File: src/rtl/ftj_pkg.sv
package ftj_pkg;

  localparam int CHAR_W         = 8;
  localparam int CFG_W          = 6;
  localparam int MAX_WIDTH_DEF  = 32;
  localparam int MAX_WORDS_DEF  = 16;
  localparam int FIFO_DEPTH_DEF = 4;

  localparam logic [CHAR_W-1:0] SPACE_CODE     = 8'd32;
  localparam logic [CFG_W-1:0]  LINE_WIDTH_RST = 6'd32;

  typedef struct packed {
    logic [CHAR_W-1:0] ch;
    logic              is_space;
    logic              eot;
  } tok_t;

endpackage

File: src/rtl/full_text_justifier.sv
// Greedy full-text justifier. Text bytes enter one per beat (32 is a space,
// runs of spaces are one separator); justified lines leave one character per
// beat, end_of_line marking the last one and word_cut marking every
// character of a line that holds a word clipped to the width. The user must
// see that line_width is written only while the block is idle; the block does
// not enforce this. The front stage registers a byte and queues it; the back
// engine reads the letters of a word, then commits the word into the held
// line with a check step and a copy of each letter, and per line runs a setup
// step, a restoring divide (skipped for a lone word) and then emits each
// character, with steps for the gaps and the line end. The back engine sets
// the sustained rate; the queue hides the per-line setup for short bursts.
// Emission waits while out_stall_i is high and an output beat is held.
module full_text_justifier #(
  parameter int MAX_WIDTH  = ftj_pkg::MAX_WIDTH_DEF,
  parameter int MAX_WORDS  = ftj_pkg::MAX_WORDS_DEF,
  parameter int FIFO_DEPTH = ftj_pkg::FIFO_DEPTH_DEF
) (
  input  logic                       clk_i,
  input  logic                       rst_ni,
  input  logic                       cfg_we_i,
  input  logic [ftj_pkg::CFG_W-1:0]  cfg_wdata_i,
  input  logic                       in_valid_i,
  output logic                       in_stall_o,
  input  logic [ftj_pkg::CHAR_W-1:0] char_code_i,
  input  logic                       end_of_text_i,
  output logic                       out_valid_o,
  input  logic                       out_stall_i,
  output logic [ftj_pkg::CHAR_W-1:0] out_char_o,
  output logic                       end_of_line_o,
  output logic                       word_cut_o
);

  logic [ftj_pkg::CFG_W-1:0] line_width_q;
  logic                      push, full, pop, empty;
  ftj_pkg::tok_t             tok_in, tok_out;

  always_ff @(posedge clk_i or negedge rst_ni) begin
    if (!rst_ni) begin
      line_width_q <= ftj_pkg::LINE_WIDTH_RST;
    end else if (cfg_we_i) begin
      line_width_q <= cfg_wdata_i;
    end
  end

  ftj_front u_front (
    .clk_i         (clk_i),
    .rst_ni        (rst_ni),
    .in_valid_i    (in_valid_i),
    .in_stall_o    (in_stall_o),
    .char_code_i   (char_code_i),
    .end_of_text_i (end_of_text_i),
    .push_o        (push),
    .tok_o         (tok_in),
    .full_i        (full)
  );

  ftj_fifo #(
    .DEPTH (FIFO_DEPTH)
  ) u_fifo (
    .clk_i   (clk_i),
    .rst_ni  (rst_ni),
    .push_i  (push),
    .data_i  (tok_in),
    .full_o  (full),
    .pop_i   (pop),
    .data_o  (tok_out),
    .empty_o (empty)
  );

  ftj_back #(
    .MAX_WIDTH (MAX_WIDTH),
    .MAX_WORDS (MAX_WORDS)
  ) u_back (
    .clk_i         (clk_i),
    .rst_ni        (rst_ni),
    .line_width_i  (line_width_q),
    .tok_i         (tok_out),
    .tok_empty_i   (empty),
    .tok_pop_o     (pop),
    .out_valid_o   (out_valid_o),
    .out_stall_i   (out_stall_i),
    .out_char_o    (out_char_o),
    .end_of_line_o (end_of_line_o),
    .word_cut_o    (word_cut_o)
  );

endmodule

File: src/rtl/ftj_front.sv
module ftj_front (
  input  logic                      clk_i,
  input  logic                      rst_ni,
  input  logic                      in_valid_i,
  output logic                      in_stall_o,
  input  logic [ftj_pkg::CHAR_W-1:0] char_code_i,
  input  logic                      end_of_text_i,
  output logic                      push_o,
  output ftj_pkg::tok_t             tok_o,
  input  logic                      full_i
);

  logic          tok_valid_q;
  ftj_pkg::tok_t tok_q;
  logic          accept;

  assign in_stall_o = tok_valid_q && full_i;
  assign accept     = in_valid_i && !in_stall_o;
  assign push_o     = tok_valid_q && !full_i;
  assign tok_o      = tok_q;

  always_ff @(posedge clk_i or negedge rst_ni) begin
    if (!rst_ni) begin
      tok_valid_q <= 1'b0;
    end else begin
      if (accept) begin
        tok_valid_q <= 1'b1;
      end else if (push_o) begin
        tok_valid_q <= 1'b0;
      end
    end
  end

  always_ff @(posedge clk_i) begin
    if (accept) begin
      tok_q.ch       <= char_code_i;
      tok_q.is_space <= (char_code_i == ftj_pkg::SPACE_CODE);
      tok_q.eot      <= end_of_text_i;
    end
  end

endmodule

File: src/rtl/ftj_fifo.sv
module ftj_fifo #(
  parameter int DEPTH = ftj_pkg::FIFO_DEPTH_DEF
) (
  input  logic          clk_i,
  input  logic          rst_ni,
  input  logic          push_i,
  input  ftj_pkg::tok_t data_i,
  output logic          full_o,
  input  logic          pop_i,
  output ftj_pkg::tok_t data_o,
  output logic          empty_o
);

  localparam int AW = (DEPTH > 1) ? $clog2(DEPTH) : 1;
  localparam int CW = $clog2(DEPTH + 1);

  ftj_pkg::tok_t mem_q [DEPTH];
  logic [AW-1:0] wr_q, rd_q;
  logic [CW-1:0] cnt_q;

  assign full_o  = (cnt_q == CW'(DEPTH));
  assign empty_o = (cnt_q == '0);
  assign data_o  = mem_q[rd_q];

  always_ff @(posedge clk_i or negedge rst_ni) begin
    if (!rst_ni) begin
      wr_q  <= '0;
      rd_q  <= '0;
      cnt_q <= '0;
    end else begin
      if (push_i) begin
        wr_q <= (wr_q == AW'(DEPTH - 1)) ? '0 : wr_q + AW'(1);
      end
      if (pop_i) begin
        rd_q <= (rd_q == AW'(DEPTH - 1)) ? '0 : rd_q + AW'(1);
      end
      if (push_i && !pop_i) begin
        cnt_q <= cnt_q + CW'(1);
      end else if (pop_i && !push_i) begin
        cnt_q <= cnt_q - CW'(1);
      end
    end
  end

  always_ff @(posedge clk_i) begin
    if (push_i) begin
      mem_q[wr_q] <= data_i;
    end
  end

endmodule

File: src/rtl/ftj_back.sv
module ftj_back #(
  parameter int MAX_WIDTH = ftj_pkg::MAX_WIDTH_DEF,
  parameter int MAX_WORDS = ftj_pkg::MAX_WORDS_DEF
) (
  input  logic                       clk_i,
  input  logic                       rst_ni,
  input  logic [ftj_pkg::CFG_W-1:0]  line_width_i,
  input  ftj_pkg::tok_t              tok_i,
  input  logic                       tok_empty_i,
  output logic                       tok_pop_o,
  output logic                       out_valid_o,
  input  logic                       out_stall_i,
  output logic [ftj_pkg::CHAR_W-1:0] out_char_o,
  output logic                       end_of_line_o,
  output logic                       word_cut_o
);

  localparam int LW  = $clog2(MAX_WIDTH + 1);
  localparam int LIW = $clog2(MAX_WIDTH);
  localparam int WW  = $clog2(MAX_WORDS + 1);
  localparam int WIW = (MAX_WORDS > 1) ? $clog2(MAX_WORDS) : 1;
  localparam int SW  = $clog2(2 * MAX_WIDTH + MAX_WORDS + 1);
  localparam int DCW = $clog2(SW);

  typedef enum logic [2:0] {
    ST_IDLE, ST_CHECK, ST_APPEND, ST_SETUP, ST_DIV, ST_WALK
  } state_e;

  typedef enum logic [1:0] {PH_LET, PH_SPC, PH_PAD} phase_e;

  state_e state_q;
  phase_e phase_q;

  logic [ftj_pkg::CHAR_W-1:0] line_q [MAX_WIDTH];
  logic [ftj_pkg::CHAR_W-1:0] pend_q [MAX_WIDTH];
  logic [LW-1:0]              wl_q   [MAX_WORDS];

  logic [LW-1:0]  pl_q, lt_q, ci_q, j_q, pos_q, cnt_q, len_q;
  logic [WW-1:0]  wc_q;
  logic [WIW-1:0] wi_q;
  logic           pcut_q, cut_q, flush_q, ret_q;
  logic [SW-1:0]  gaps_q, q_q, r_q, sp_q;
  logic [DCW-1:0] dc_q;

  logic                       out_valid_q, out_eol_q, out_cut_q;
  logic [ftj_pkg::CHAR_W-1:0] out_char_q;

  logic [LW-1:0]  wn, lt_new;
  logic           out_free, no_fit, last_word, extra_hit, ge;
  logic           emit_now;
  logic [ftj_pkg::CHAR_W-1:0] emit_ch;
  logic [SW-1:0]  fit_sum, gaps, s_g, wp, total, app_dst, lt_sum, r_n;
  logic [SW:0]    r_t;

  always_comb begin
    if (line_width_i == '0) begin
      wn = LW'(1);
    end else if (line_width_i > ftj_pkg::CFG_W'(MAX_WIDTH)) begin
      wn = LW'(MAX_WIDTH);
    end else begin
      wn = LW'(line_width_i);
    end
  end

  assign out_free  = !out_valid_q || !out_stall_i;
  assign tok_pop_o = (state_q == ST_IDLE) && !tok_empty_i;

  assign fit_sum = SW'(lt_q) + SW'(pl_q) + SW'(wc_q);
  assign no_fit  = (wc_q != '0) && ((wc_q >= WW'(MAX_WORDS)) || (fit_sum > SW'(wn)));

  // line geometry; a line that outgrew the width gets single gaps
  assign gaps  = SW'(wc_q) - SW'(1);
  assign s_g   = SW'(lt_q) + gaps;
  assign wp    = (SW'(wn) > s_g) ? SW'(wn) : s_g;
  assign total = wp - SW'(lt_q);

  assign app_dst = SW'(lt_q) + SW'(ci_q);
  assign lt_sum  = SW'(lt_q) + SW'(pl_q);
  assign lt_new  = (lt_sum > SW'(MAX_WIDTH)) ? LW'(MAX_WIDTH) : lt_sum[LW-1:0];

  // restoring divide, one quotient bit per cycle
  assign r_t = {r_q, q_q[SW-1]};
  assign ge  = (r_t >= {1'b0, gaps_q});
  assign r_n = ge ? SW'(r_t - {1'b0, gaps_q}) : r_t[SW-1:0];

  assign last_word = (WW'(wi_q) + WW'(1) >= wc_q);
  assign extra_hit = (SW'(wi_q) < r_q);

  always_comb begin
    emit_now = 1'b0;
    emit_ch  = ftj_pkg::SPACE_CODE;
    case (phase_q)
      PH_LET: begin
        if (j_q < wl_q[wi_q] && pos_q < LW'(MAX_WIDTH) && cnt_q < len_q) begin
          emit_now = 1'b1;
          emit_ch  = line_q[pos_q[LIW-1:0]];
        end
      end
      PH_SPC:  emit_now = (sp_q != '0) && (cnt_q < len_q);
      PH_PAD:  emit_now = (cnt_q < len_q);
      default: emit_now = 1'b0;
    endcase
  end

  always_ff @(posedge clk_i or negedge rst_ni) begin
    if (!rst_ni) begin
      state_q     <= ST_IDLE;
      phase_q     <= PH_LET;
      pl_q        <= '0;
      pcut_q      <= 1'b0;
      wc_q        <= '0;
      lt_q        <= '0;
      cut_q       <= 1'b0;
      flush_q     <= 1'b0;
      ret_q       <= 1'b0;
      out_valid_q <= 1'b0;
    end else begin
      if (out_free) begin
        out_valid_q <= 1'b0;
      end
      unique case (state_q)
        ST_IDLE: begin
          if (!tok_empty_i) begin
            if (!tok_i.is_space) begin
              if (pl_q < wn) begin
                pl_q <= pl_q + LW'(1);
              end else begin
                pcut_q <= 1'b1;
              end
            end
            flush_q <= tok_i.eot;
            if (tok_i.is_space || tok_i.eot) begin
              state_q <= ST_CHECK;
            end
          end
        end
        ST_CHECK: begin
          if (pl_q == '0) begin
            ret_q   <= 1'b0;
            state_q <= flush_q ? ST_SETUP : ST_IDLE;
          end else if (no_fit) begin
            ret_q   <= 1'b1;
            state_q <= ST_SETUP;
          end else begin
            ci_q    <= '0;
            state_q <= ST_APPEND;
          end
        end
        ST_APPEND: begin
          ci_q <= ci_q + LW'(1);
          if (ci_q + LW'(1) == pl_q) begin
            wc_q   <= wc_q + WW'(1);
            lt_q   <= lt_new;
            cut_q  <= cut_q | pcut_q;
            pl_q   <= '0;
            pcut_q <= 1'b0;
            ret_q  <= 1'b0;
            state_q <= flush_q ? ST_SETUP : ST_IDLE;
          end
        end
        ST_SETUP: begin
          if (wc_q == '0) begin
            ci_q    <= '0;
            state_q <= ret_q ? ST_APPEND : ST_IDLE;
          end else begin
            gaps_q  <= gaps;
            q_q     <= total;
            r_q     <= '0;
            dc_q    <= '0;
            len_q   <= (wp > SW'(MAX_WIDTH)) ? LW'(MAX_WIDTH) : wp[LW-1:0];
            wi_q    <= '0;
            j_q     <= '0;
            pos_q   <= '0;
            cnt_q   <= '0;
            phase_q <= PH_LET;
            state_q <= (wc_q == WW'(1)) ? ST_WALK : ST_DIV;
          end
        end
        ST_DIV: begin
          r_q  <= r_n;
          q_q  <= {q_q[SW-2:0], ge};
          dc_q <= dc_q + DCW'(1);
          if (dc_q == DCW'(SW - 1)) begin
            state_q <= ST_WALK;
          end
        end
        ST_WALK: begin
          if (out_free) begin
            if (emit_now) begin
              out_valid_q <= 1'b1;
              out_char_q  <= emit_ch;
              out_eol_q   <= (cnt_q + LW'(1) == len_q);
              out_cut_q   <= cut_q;
              cnt_q       <= cnt_q + LW'(1);
            end
            unique case (phase_q)
              PH_LET: begin
                if (j_q < wl_q[wi_q]) begin
                  if (pos_q < LW'(MAX_WIDTH)) begin
                    pos_q <= pos_q + LW'(1);
                  end
                  j_q <= j_q + LW'(1);
                end else if (!last_word) begin
                  sp_q    <= q_q + SW'(extra_hit);
                  phase_q <= PH_SPC;
                end else if (wc_q == WW'(1)) begin
                  phase_q <= PH_PAD;
                end else begin
                  wc_q    <= '0;
                  lt_q    <= '0;
                  cut_q   <= 1'b0;
                  ci_q    <= '0;
                  state_q <= ret_q ? ST_APPEND : ST_IDLE;
                end
              end
              PH_SPC: begin
                if (sp_q != '0) begin
                  sp_q <= sp_q - SW'(1);
                end else begin
                  wi_q    <= wi_q + WIW'(1);
                  j_q     <= '0;
                  phase_q <= PH_LET;
                end
              end
              PH_PAD: begin
                if (!emit_now) begin
                  wc_q    <= '0;
                  lt_q    <= '0;
                  cut_q   <= 1'b0;
                  ci_q    <= '0;
                  state_q <= ret_q ? ST_APPEND : ST_IDLE;
                end
              end
              default: phase_q <= PH_LET;
            endcase
          end
        end
        default: state_q <= ST_IDLE;
      endcase
    end
  end

  // letter stores
  always_ff @(posedge clk_i) begin
    if (state_q == ST_IDLE && !tok_empty_i && !tok_i.is_space && pl_q < wn) begin
      pend_q[pl_q[LIW-1:0]] <= tok_i.ch;
    end
    if (state_q == ST_APPEND) begin
      if (app_dst < SW'(MAX_WIDTH)) begin
        line_q[app_dst[LIW-1:0]] <= pend_q[ci_q[LIW-1:0]];
      end
      if (ci_q + LW'(1) == pl_q) begin
        wl_q[wc_q[WIW-1:0]] <= pl_q;
      end
    end
  end

  assign out_valid_o   = out_valid_q;
  assign out_char_o    = out_char_q;
  assign end_of_line_o = out_eol_q;
  assign word_cut_o    = out_cut_q;

endmodule

File: config.mk
export PLATFORM = sky130hd
export DESIGN_NAME = full_text_justifier
export DESIGN_NICKNAME = d
export VERILOG_FILES = /design/src/rtl/ftj_pkg.sv /design/src/rtl/full_text_justifier.sv /design/src/rtl/ftj_front.sv /design/src/rtl/ftj_fifo.sv /design/src/rtl/ftj_back.sv
export SDC_FILE = /design/constraint.sdc
export NUM_CORES = 1
export LEC_CHECK = 0
export BUFFER_PORTS_ARGS = -buffer_cell sky130_fd_sc_hd__buf_2
export CAP_MARGIN = 10
export CELL_PAD_IN_SITES_DETAIL_PLACEMENT = 0
export CELL_PAD_IN_SITES_GLOBAL_PLACEMENT = 1
export CORE_MARGIN = 4
export CORE_UTILIZATION = 40
export DETAILED_ROUTE_END_ITERATION = 10
export PLACE_DENSITY = 0.68
export SETUP_SLACK_MARGIN = 0.2
export SKIP_CTS_REPAIR_TIMING = 1
export SLEW_MARGIN = 0
export SYNTH_ARGS = -nofsm -noshare
export SYNTH_HDL_FRONTEND = slang
export SYNTH_SLANG_ARGS = --single-unit
File: constraint.sdc
create_clock -name clk_i -period 6.35 [get_ports clk_i]
set_clock_uncertainty 0.1 [all_clocks]
set_input_delay 1.27 -clock clk_i [delete_from_list [all_inputs] [get_ports clk_i]]
set_output_delay 1.27 -clock clk_i [all_outputs]
set_load 0.02 [all_outputs]
After elaboration in Yosys (flattened, before gate mapping). Memory sizes are Yosys's and may differ from the RTL's. A register that Yosys moved wholly into a read port is not among the register bits. Cells that the tools add are included.

Equal/unequal tests: 47. Bitwise logic cells: 3. Multiplexer cells: 124. Reduce and logical (&&, ||, !) cells: 58. $add $sub $neg: 22. $lt $le $gt $ge: 14.

Operators with widths (number): 6-bit two-way mux (26); 6-bit one-hot mux with 2 select lines (7); 7-bit two-way mux (7); 3-bit two-way mux (14); 7-bit one-hot mux with 2 select lines (3); 5-bit two-way mux (7); 1-bit two-way mux (31); 6-bit by 1-bit adder with 6-bit output, second input constant (5); 2-bit != test, second input constant (14); 7-bit AND reduction (4); 6-bit one-hot mux with 4 select lines (1); 2-bit two-way mux (10); 4-bit two-way mux (5); 5-bit one-hot mux with 2 select lines (2); 6-bit < comparator (3); 3-bit one-hot mux with 6 select lines (1); 2-bit by 1-bit != test with 1-bit output, second input constant (8); 2-bit nonzero test (8); 3-bit != test, second input constant (5); 5-bit AND reduction (3); 6-bit by 6-bit adder with 7-bit output (2); 7-bit by 6-bit greater-than comparator with 1-bit output, second input constant (2); 3-bit == test, second input constant (4); 6-bit == test (2); 56 further kinds (94).

Bits in registers: 118. Input port bits: 20. Output and inout port bits: 12. Memories kept: 4. Logic and storage cells: 303. Memory bits (writable): 648.

Memory list: u_back.line_q (words 32, width 8, read ports 1, clocked after Yosys merged registers in 1, write ports 1, line ftj_back.sv:34) `logic [ftj_pkg::CHAR_W-1:0] line_q [MAX_WIDTH];`; u_back.pend_q (words 32, width 8, read ports 1, clocked after Yosys merged registers in 1, write ports 1, line ftj_back.sv:35) `logic [ftj_pkg::CHAR_W-1:0] pend_q [MAX_WIDTH];`; u_back.wl_q (words 16, width 6, read ports 1, clocked after Yosys merged registers in 1, write ports 1, line ftj_back.sv:36) `logic [LW-1:0] wl_q [MAX_WORDS];`; u_fifo.mem_q (words 4, width 10, read ports 1, clocked after Yosys merged registers in 0, write ports 1, line ftj_fifo.sv:17) `ftj_pkg::tok_t mem_q [DEPTH];`.

Logic depth before layout (Yosys ltp). Gate-level depths: netlist of the first run.

Depth after elaboration: 10. Gate-level depth with buffers: 24.

Modules after synthesis. From an unflattened synthesis of the first run, not the netlist that was laid out.

Cell total of the unflattened synthesis: 1898. Area, all modules: 33734.9 um^2.

By module, submodules not included: ftj_back (sequential area each 21335.5 um^2, cells an instance 1778, area each 31250.0 um^2, instances 1); ftj_fifo (sequential area each 1376.3 um^2, cells an instance 89, area each 1861.8 um^2, instances 1); ftj_front (sequential area each 325.3 um^2, cells an instance 18, area each 370.4 um^2, instances 1); full_text_justifier (sequential area each 151.4 um^2, cells an instance 13, area each 252.7 um^2, instances 1).

Worst setup path before layout of the first run. OpenSTA, ideal clock, no wires.

Kind: reg-to-reg. Start point: register with a tool-made name. End point: register u_back.out_eol_q, in the netlist u_back.end_of_line_o, enable pin. Setup slack: 1.561 ns. Data required time: 5.846 ns. Data arrival time: 4.285 ns. Library setup time: 0.404 ns. Clock period less this slack: 4.789 ns. Stages on the path, launching flop included: 13. Cell sequence: dfxtp_1 > buf_6 > clkbuf_1 > mux4_2 > mux4_2 > inv_1 > ha_1 > a41o_1 > a221o_1 > o21bai_1 > nor3_1 > nor3_1 > nor4_1.

RTL lines: to (signal assigned) (line ftj_back.sv:192) `out_eol_q <= (cnt_q + LW'(1) == len_q);`; to (decl) (line ftj_back.sv:45) `logic out_valid_q, out_eol_q, out_cut_q;`.

Final worst setup path of the first run.
Start point: register u_back.wc_q[0]. End point: register u_back.q_q[5] (data pin).

Cells in the longest elaborated chain, start to end: 7.

Ends and longest elaborated chain: from (decl) (line ftj_back.sv:39) `logic [WW-1:0] wc_q;`; from (signal assigned) (line ftj_back.sv:152) `wc_q <= wc_q + WW'(1);`; 5-bit by 1-bit subtractor with 6-bit output * (line ftj_back.sv:72) `assign gaps = SW'(wc_q) - SW'(1);`; net u_back.gaps[0] (line ftj_back.sv:52) `logic [SW-1:0] fit_sum, gaps, s_g, wp, total, app_dst, lt_sum, r_n;`; 6-bit by 7-bit adder with 7-bit output * (line ftj_back.sv:73) `assign s_g = SW'(lt_q) + gaps;`; 6-bit by 7-bit greater-than comparator with 1-bit output (line ftj_back.sv:74) `assign wp = (SW'(wn) > s_g) ? SW'(wn) : s_g;`; 7-bit two-way mux * (line ftj_back.sv:74); net u_back.wp[1] (line ftj_back.sv:52); 7-bit by 6-bit subtractor with 7-bit output * (line ftj_back.sv:75) `assign total = wp - SW'(lt_q);`; 7-bit two-way mux * (line ftj_back.sv:162) `if (wc_q == '0) begin`; 7-bit one-hot mux with 2 select lines * (line ftj_back.sv:121) `unique case (state_q)`; to (signal assigned) (line ftj_back.sv:167) `q_q <= total;`; to (signal assigned) (line ftj_back.sv:181) `q_q <= {q_q[SW-2:0], ge};`; to (decl) (line ftj_back.sv:42) `logic [SW-1:0] gaps_q, q_q, r_q, sp_q;`.

Mark *: on every way through the listed nets, which the timed path passes. The rest lies on a longest branch. The select of a mux whose other input is x is not followed. A chain may end at the register's enable or synchronous reset.

==> results.toml, run 1 <==
[status]
status = "complete, no violations"

[critical_path]
crit_family = "compound AO/OA/AOI/OAI gates"
crit_arrival_ps = 5450
start_kind = "flip-flop"
endpoint_kind = "flip-flop"
worstPathCellList = "inv_1, ha_1, inv_1, ha_1, a21o_1, a21oi_1, o21ai_0, xnor2_1, ha_1, nand4_1, o22a_1, o31a_1, nand2_1, a21oi_1, ha_1, a21o_1, a21o_1, a21o_1, a21oi_1, xor2_1, o21ai_0"
cp_slowest_cell = "dfrtp_1"
cp.required_ps = 6600
crit_buf_inv = 2
r2r-end = "u_back.q_q[5]"
crit_fanout = 8
r2r_slack_ps = 1150
rr_worst_depth = 21
crit_end = "u_back.q_q[5]"
worstSetupStartpoint = "u_back.wc_q[0]"
cp.depth = 21
slowest_delay_ps = 480
timing.rr.start = "u_back.wc_q[0]"
crit_type = "reg2reg"

[yosys]
ys_ff_latch = 782
yosysWarnings = 0
synth_fa_ha_area_frac = 0.0408
ys_seq_area_frac = 0.686
syn_nets = 2041
netlist.area_leader.share = 0.650
synth_most_common_cell = "edfxtp_1"
synthSimpleGateAreaFrac = 0.0552
ys.flop_type = "edfxtp_1"
synth_area_mm2 = 0.0338
synthCells = 1915
synthTopCellsByCount = "732 x edfxtp_1, 199 x mux4_2, 134 x nor2_1"
synthMuxAreaShare = 0.146
synth_cell_type_count = 78
async_flop_share = 0.0524
synth_top_cell_by_area = "edfxtp_1"
syn_avg_cell_area_um2 = 17.7
synth-compound-area-share = 0.0345
synth_edf_count = 732
synth_top_family_by_area = "multiplexers"
synth_xor_area_frac = 0.0203
synth_area_leaders = "edfxtp_1 65%, mux4_2 13%, ha_1 3.7%"

[place]
io_buffers = 31
gp_congestion = 0.789
place_area_mm2 = 0.0353
dpl.cell_count = 3029
place_hpwl_mm = 47.7

[pwr]
p_per_area_mw_per_mm2 = 487
peakVddDrop_mv = 0.269
cellLeakagePower_nw = 12.8
totalPowerFinal_mw = 18.5

[timing]
fin_setup_tns_ps = 0
setup_viol = 0
rsz0062_at_grt = "false"
finalHoldViolations = 0
max_freq_mhz = 192
slew_violations = 0
max_slew_margin = 0.202
period_share = 0.819
worst_pin_slew_ps = 1200
post-route-min-period_ps = 5200

[clock_tree]
clock-sinks = 782
cts_buffer_depth = 3
clk_pin_slew_ps = 60
cts_root_buf = "clkbuf_16"
h-tree-depth = 3
cts_tree = "done"
clock_latency_ps = 620
cts_made_buffers = 84

[detailed_routing]
vias = 17065
drtIter0Drc = 1232
post_drt_via_cell_ratio = 5.37
wl_per_cell_um = 22.9
drtPass1Iterations = 5
ant_nets = 0
routed_wl_mm = 72.8
drc = 0

[floorplan]
rows = 106
initial_core_util = 0.404
die-height_um = 299
die_area_mm2 = 0.0892
core_area_mm2 = 0.0837
die-width_um = 299
ioPinCount = 32

[global_route]
antenna_found_initial = 0
grt_max_degree = 49
grt_overflow_total = 0
grt_pass1_vias = 17641
grt_pass1_wl_mm = 112
grtUsageTotal = 0.164

[min_path]
hold_path_class = "reg2reg"

[layout]
stdcell_area_mm2 = 0.0379
fillers = 7193
n_antenna_cell = 0
drive_above_1_share = 0.205
fin_nets = 2107
finish.cell_count_without_fillers = 3178
area_delta_synth_final_pct = 12.1

[run]
maxCapViolations = 0
==> registers in the layout, indices dropped and copies added, names as in the netlist, 4 cells and up, named ones only <==
name	cells
u_back.len_q	6
u_back.j_q	6
u_back.out_char_o	8
u_back.wc_q	5
u_back.cnt_q	6
u_back.wi_q	4
u_back.ci_q	6
line_width_q	6
u_front.tok_o	10
u_back.lt_q	6
u_back.pos_q	6
u_back.r_q	7
u_back.sp_q	7
u_back.line_q	256
u_fifo.mem_q	40
u_back.wl_q	96
u_back.q_q	7
u_back.gaps_q	6
u_back.pend_q	256
u_back.pl_q	6
==> cell type report <==
cell class / instances / area [µm²] / area share
sequential: 782 / 23200 / 0.612
tap: 1134 / 1420 / 0.0374
multi-input combinational: 979 / 10000 / 0.265
timing repair buffer: 59 / 365 / 0.00964
clock buffer: 104 / 2220 / 0.0586
inverter: 75 / 282 / 0.00743
clock inverter: 45 / 387 / 0.0102
==> routing by layer <==
layer | GRT usage | share of wire | vias to the layer above
li1 | - | - | 7702
met1 | 0.230 | 0.45 | 8900
met2 | 0.271 | 0.49 | 364
met3 | 0.0262 | 0.043 | 99
met4 | 0.0419 | 0.018 | 0
met5 | 0 | 0 | -
==> power by group <==
part / switching [mW] / internal [mW]
logic: 3.69 / 2.32
registers: 0.521 / 7.27
clock network: 1.98 / 2.69
==> placed cells by master (no fill, tap or decap), types with 36 or more instances in the layout <==
cell type	n
nor2_1	134
mux4_2	199
xnor2_1	41
ha_1	99
inv_1	74
clkbuf_16	86
a21oi_1	44
nand3_1	36
nand2_1	73
edfxtp_1	732
dfrtp_1	40
==> metrics by stage <==
stage          hold slack [ps]   util  worst slack (ps)
6_report                   397  0.453              1150
5_1_grt                    430  0.453               721
4_1_cts                    403  0.453              1150
3_5_place_dp               384  0.422              1200
3_3_place_gp               373  0.422              1320
2_1_floorplan              326      -              1560
==> cell families after synthesis <==
group           Yosys count
simple gates            384
flops                   782
xor+xnor                 75
compound gates          176
buf+inv                 154
fa+ha+maj               106
mux                     238
==> worst min-delay path by stage <==
stage	startpoint	endpoint	slack (ps)	cells after the start
after floorplan	u_back.cut_q	u_back.word_cut_o	330	0
after global placement	u_front.tok_o[2]	u_fifo.mem_q[2][2]	370	0
after detailed placement	u_front.tok_o[9]	u_fifo.mem_q[3][9]	380	0
after CTS	u_front.tok_o[9]	u_fifo.mem_q[2][9]	400	0
after global routing	u_front.tok_o[2]	u_fifo.mem_q[0][2]	430	0
final	u_front.tok_o[9]	u_fifo.mem_q[2][9]	400	0
No activity file was read; power rests on OpenSTA's default activity.
==> run 2: changes to the inputs <==
Clock period 6.35 ns to 5 ns, I/O delays scaled along.
==> run 2 against run 1 <==
Clock power is 28% higher. Core utilization is 0.76 points higher. Non-clock buffer count rose by 35. Count of clock-buffer cells in the layout fell by 8. Register-to-register slack worse by 810 ps. Critical path depth shrank 2. Sequential power increased by 26%. Wire length up 1.5%.
==> results.toml, run 2 (synthesis gave the netlist of run 1 again) <==
[place]
place_hpwl_mm = 48.6
gp_congestion = 0.803
io_buffers = 31

[clock_tree]
clk_pin_slew_ps = 70
clock-sinks = 782
cts_buffer_depth = 3
clock_latency_ps = 640
cts_tree = "done"
cts_made_buffers = 82
cts_root_buf = "clkbuf_16"
h-tree-depth = 3

[timing]
worst_pin_slew_ps = 1150
setup_viol = 0
max_freq_mhz = 215
post-route-min-period_ps = 4660
fin_setup_tns_ps = 0
period_share = 0.932
slew_violations = 0
max_slew_margin = 0.234
finalHoldViolations = 0
rsz0062_at_grt = "true"

[layout]
area_delta_synth_final_pct = 14.0
final_common_cell = "edfxtp_1"
n_antenna_cell = 0
final_cell_mix = "732 x edfxtp_1, 199 x mux4_2, 134 x nor2_1"
fin_nets = 2140
drive_above_1_share = 0.239

[critical_path]
endpoint_kind = "flip-flop"
start_kind = "flip-flop"
cp.required_ps = 5270
rr_worst_depth = 19
r2r-end = "u_back.q_q[5]"
crit_type = "reg2reg"
r2r_slack_ps = 340
crit_arrival_ps = 4930
timing.rr.start = "u_back.wc_q[1]"
crit_fanout = 7

[global_route]
grt_pass1_vias = 17812
grt_pass1_wl_mm = 113
grt_max_degree = 35
antenna_found_initial = 1
grt_overflow_total = 0
grtUsageTotal = 0.165

[status]
status = "complete, no violations"

[floorplan]
die-height_um = 299
initial_core_util = 0.404
die_area_mm2 = 0.0892
die-width_um = 299
ioPinCount = 32
core_area_mm2 = 0.0837
rows = 106

[pwr]
peakVddDrop_mv = 0.459
cellLeakagePower_nw = 13.0
totalPowerFinal_mw = 24.5
p_per_area_mw_per_mm2 = 635

[detailed_routing]
post_drt_via_cell_ratio = 5.39
wl_per_cell_um = 23.0
vias = 17290
routed_wl_mm = 73.9
drtPass1Iterations = 6
drc = 0
ant_nets = 0
drtIter0Drc = 1291

[min_path]
hold_path_class = "in2async"

[run]
maxCapViolations = 0
[run 2: cell types whose count changed in the layout (fill, tap and decap cells not counted), sizes merged]
cell | before | now
inv | 78 | 80
clkinv | 35 | 34
bufinv | 5 | 8
clkinvlp | 2 | 1
buf | 59 | 94
clkbuf | 104 | 96
[run 2: how the worst max path moves through the flow]
stage                     slack (ps)      startpoint  cells past startpoint              endpoint
after floorplan                  210       flip-flop                     12  u_back.end_of_line_o
after global placement           160  u_back.wc_q[0]                     23         u_back.q_q[6]
after detailed placement          60  u_back.wc_q[0]                     21         u_back.q_q[5]
after CTS                         50  u_back.wc_q[0]                     21         u_back.q_q[5]
after global routing             110  u_back.wc_q[0]                     21         u_back.q_q[5]
final                            340  u_back.wc_q[1]                     19         u_back.q_q[5]
[run 2: layout make-up]
cell class	instances	area, µm²
Multi-Input combinational cell	979	10300
Sequential cell	782	23200
Fill cell	7092	45100
Clock buffer	96	2100
Inverter	75	284
Tap cell	1134	1420
Timing Repair Buffer	94	678
Clock inverter	48	531
[run 2: per-layer routing]
layer,vias up,global-route usage,part of all wire
met1,9023,0.232,0.45
met5,-,0,0
met2,388,0.275,0.49
li1,7772,-,-
met4,0,0.0386,0.019
met3,107,0.0248,0.040
[run 2: power by group]
part           total [mW]  leakage, nW  internal [mW]  switching [mW]
Combinational        8.68         4.59           3.49            5.19
Clock                5.99         1.28           3.45            2.54
Sequential           9.79         7.17           9.24           0.551
[run 2: worst max-delay path, cell delays in order, from the launching register on]
cell and delay (ps):
dfrtp_1 390, buf_4 170, or3_4 370, or3_4 380
inv_2 100, ha_4 220, xnor2_2 200, ha_1 290
nand4_1 90, o22a_1 240, o31a_1 330, nand2_2 140
a21oi_4 190, ha_1 250, a21o_1 170, a21o_1 200
a21o_1 190, a21oi_2 150, xor2_1 160, o21ai_0 80
[run 2: per-stage QoR]
step	utilization	instance area, µm²	hold WS (ps)	std cells	worst slack, ps
after CTS	0.456	38200	289	3200	50.3
after global routing	0.461	38500	322	3208	105
after floorplan	-	33800	326	1915	211
after global placement	0.425	35600	372	3056	158
after detailed placement	0.425	35600	394	3056	60.7
final	0.461	38500	309	3208	340
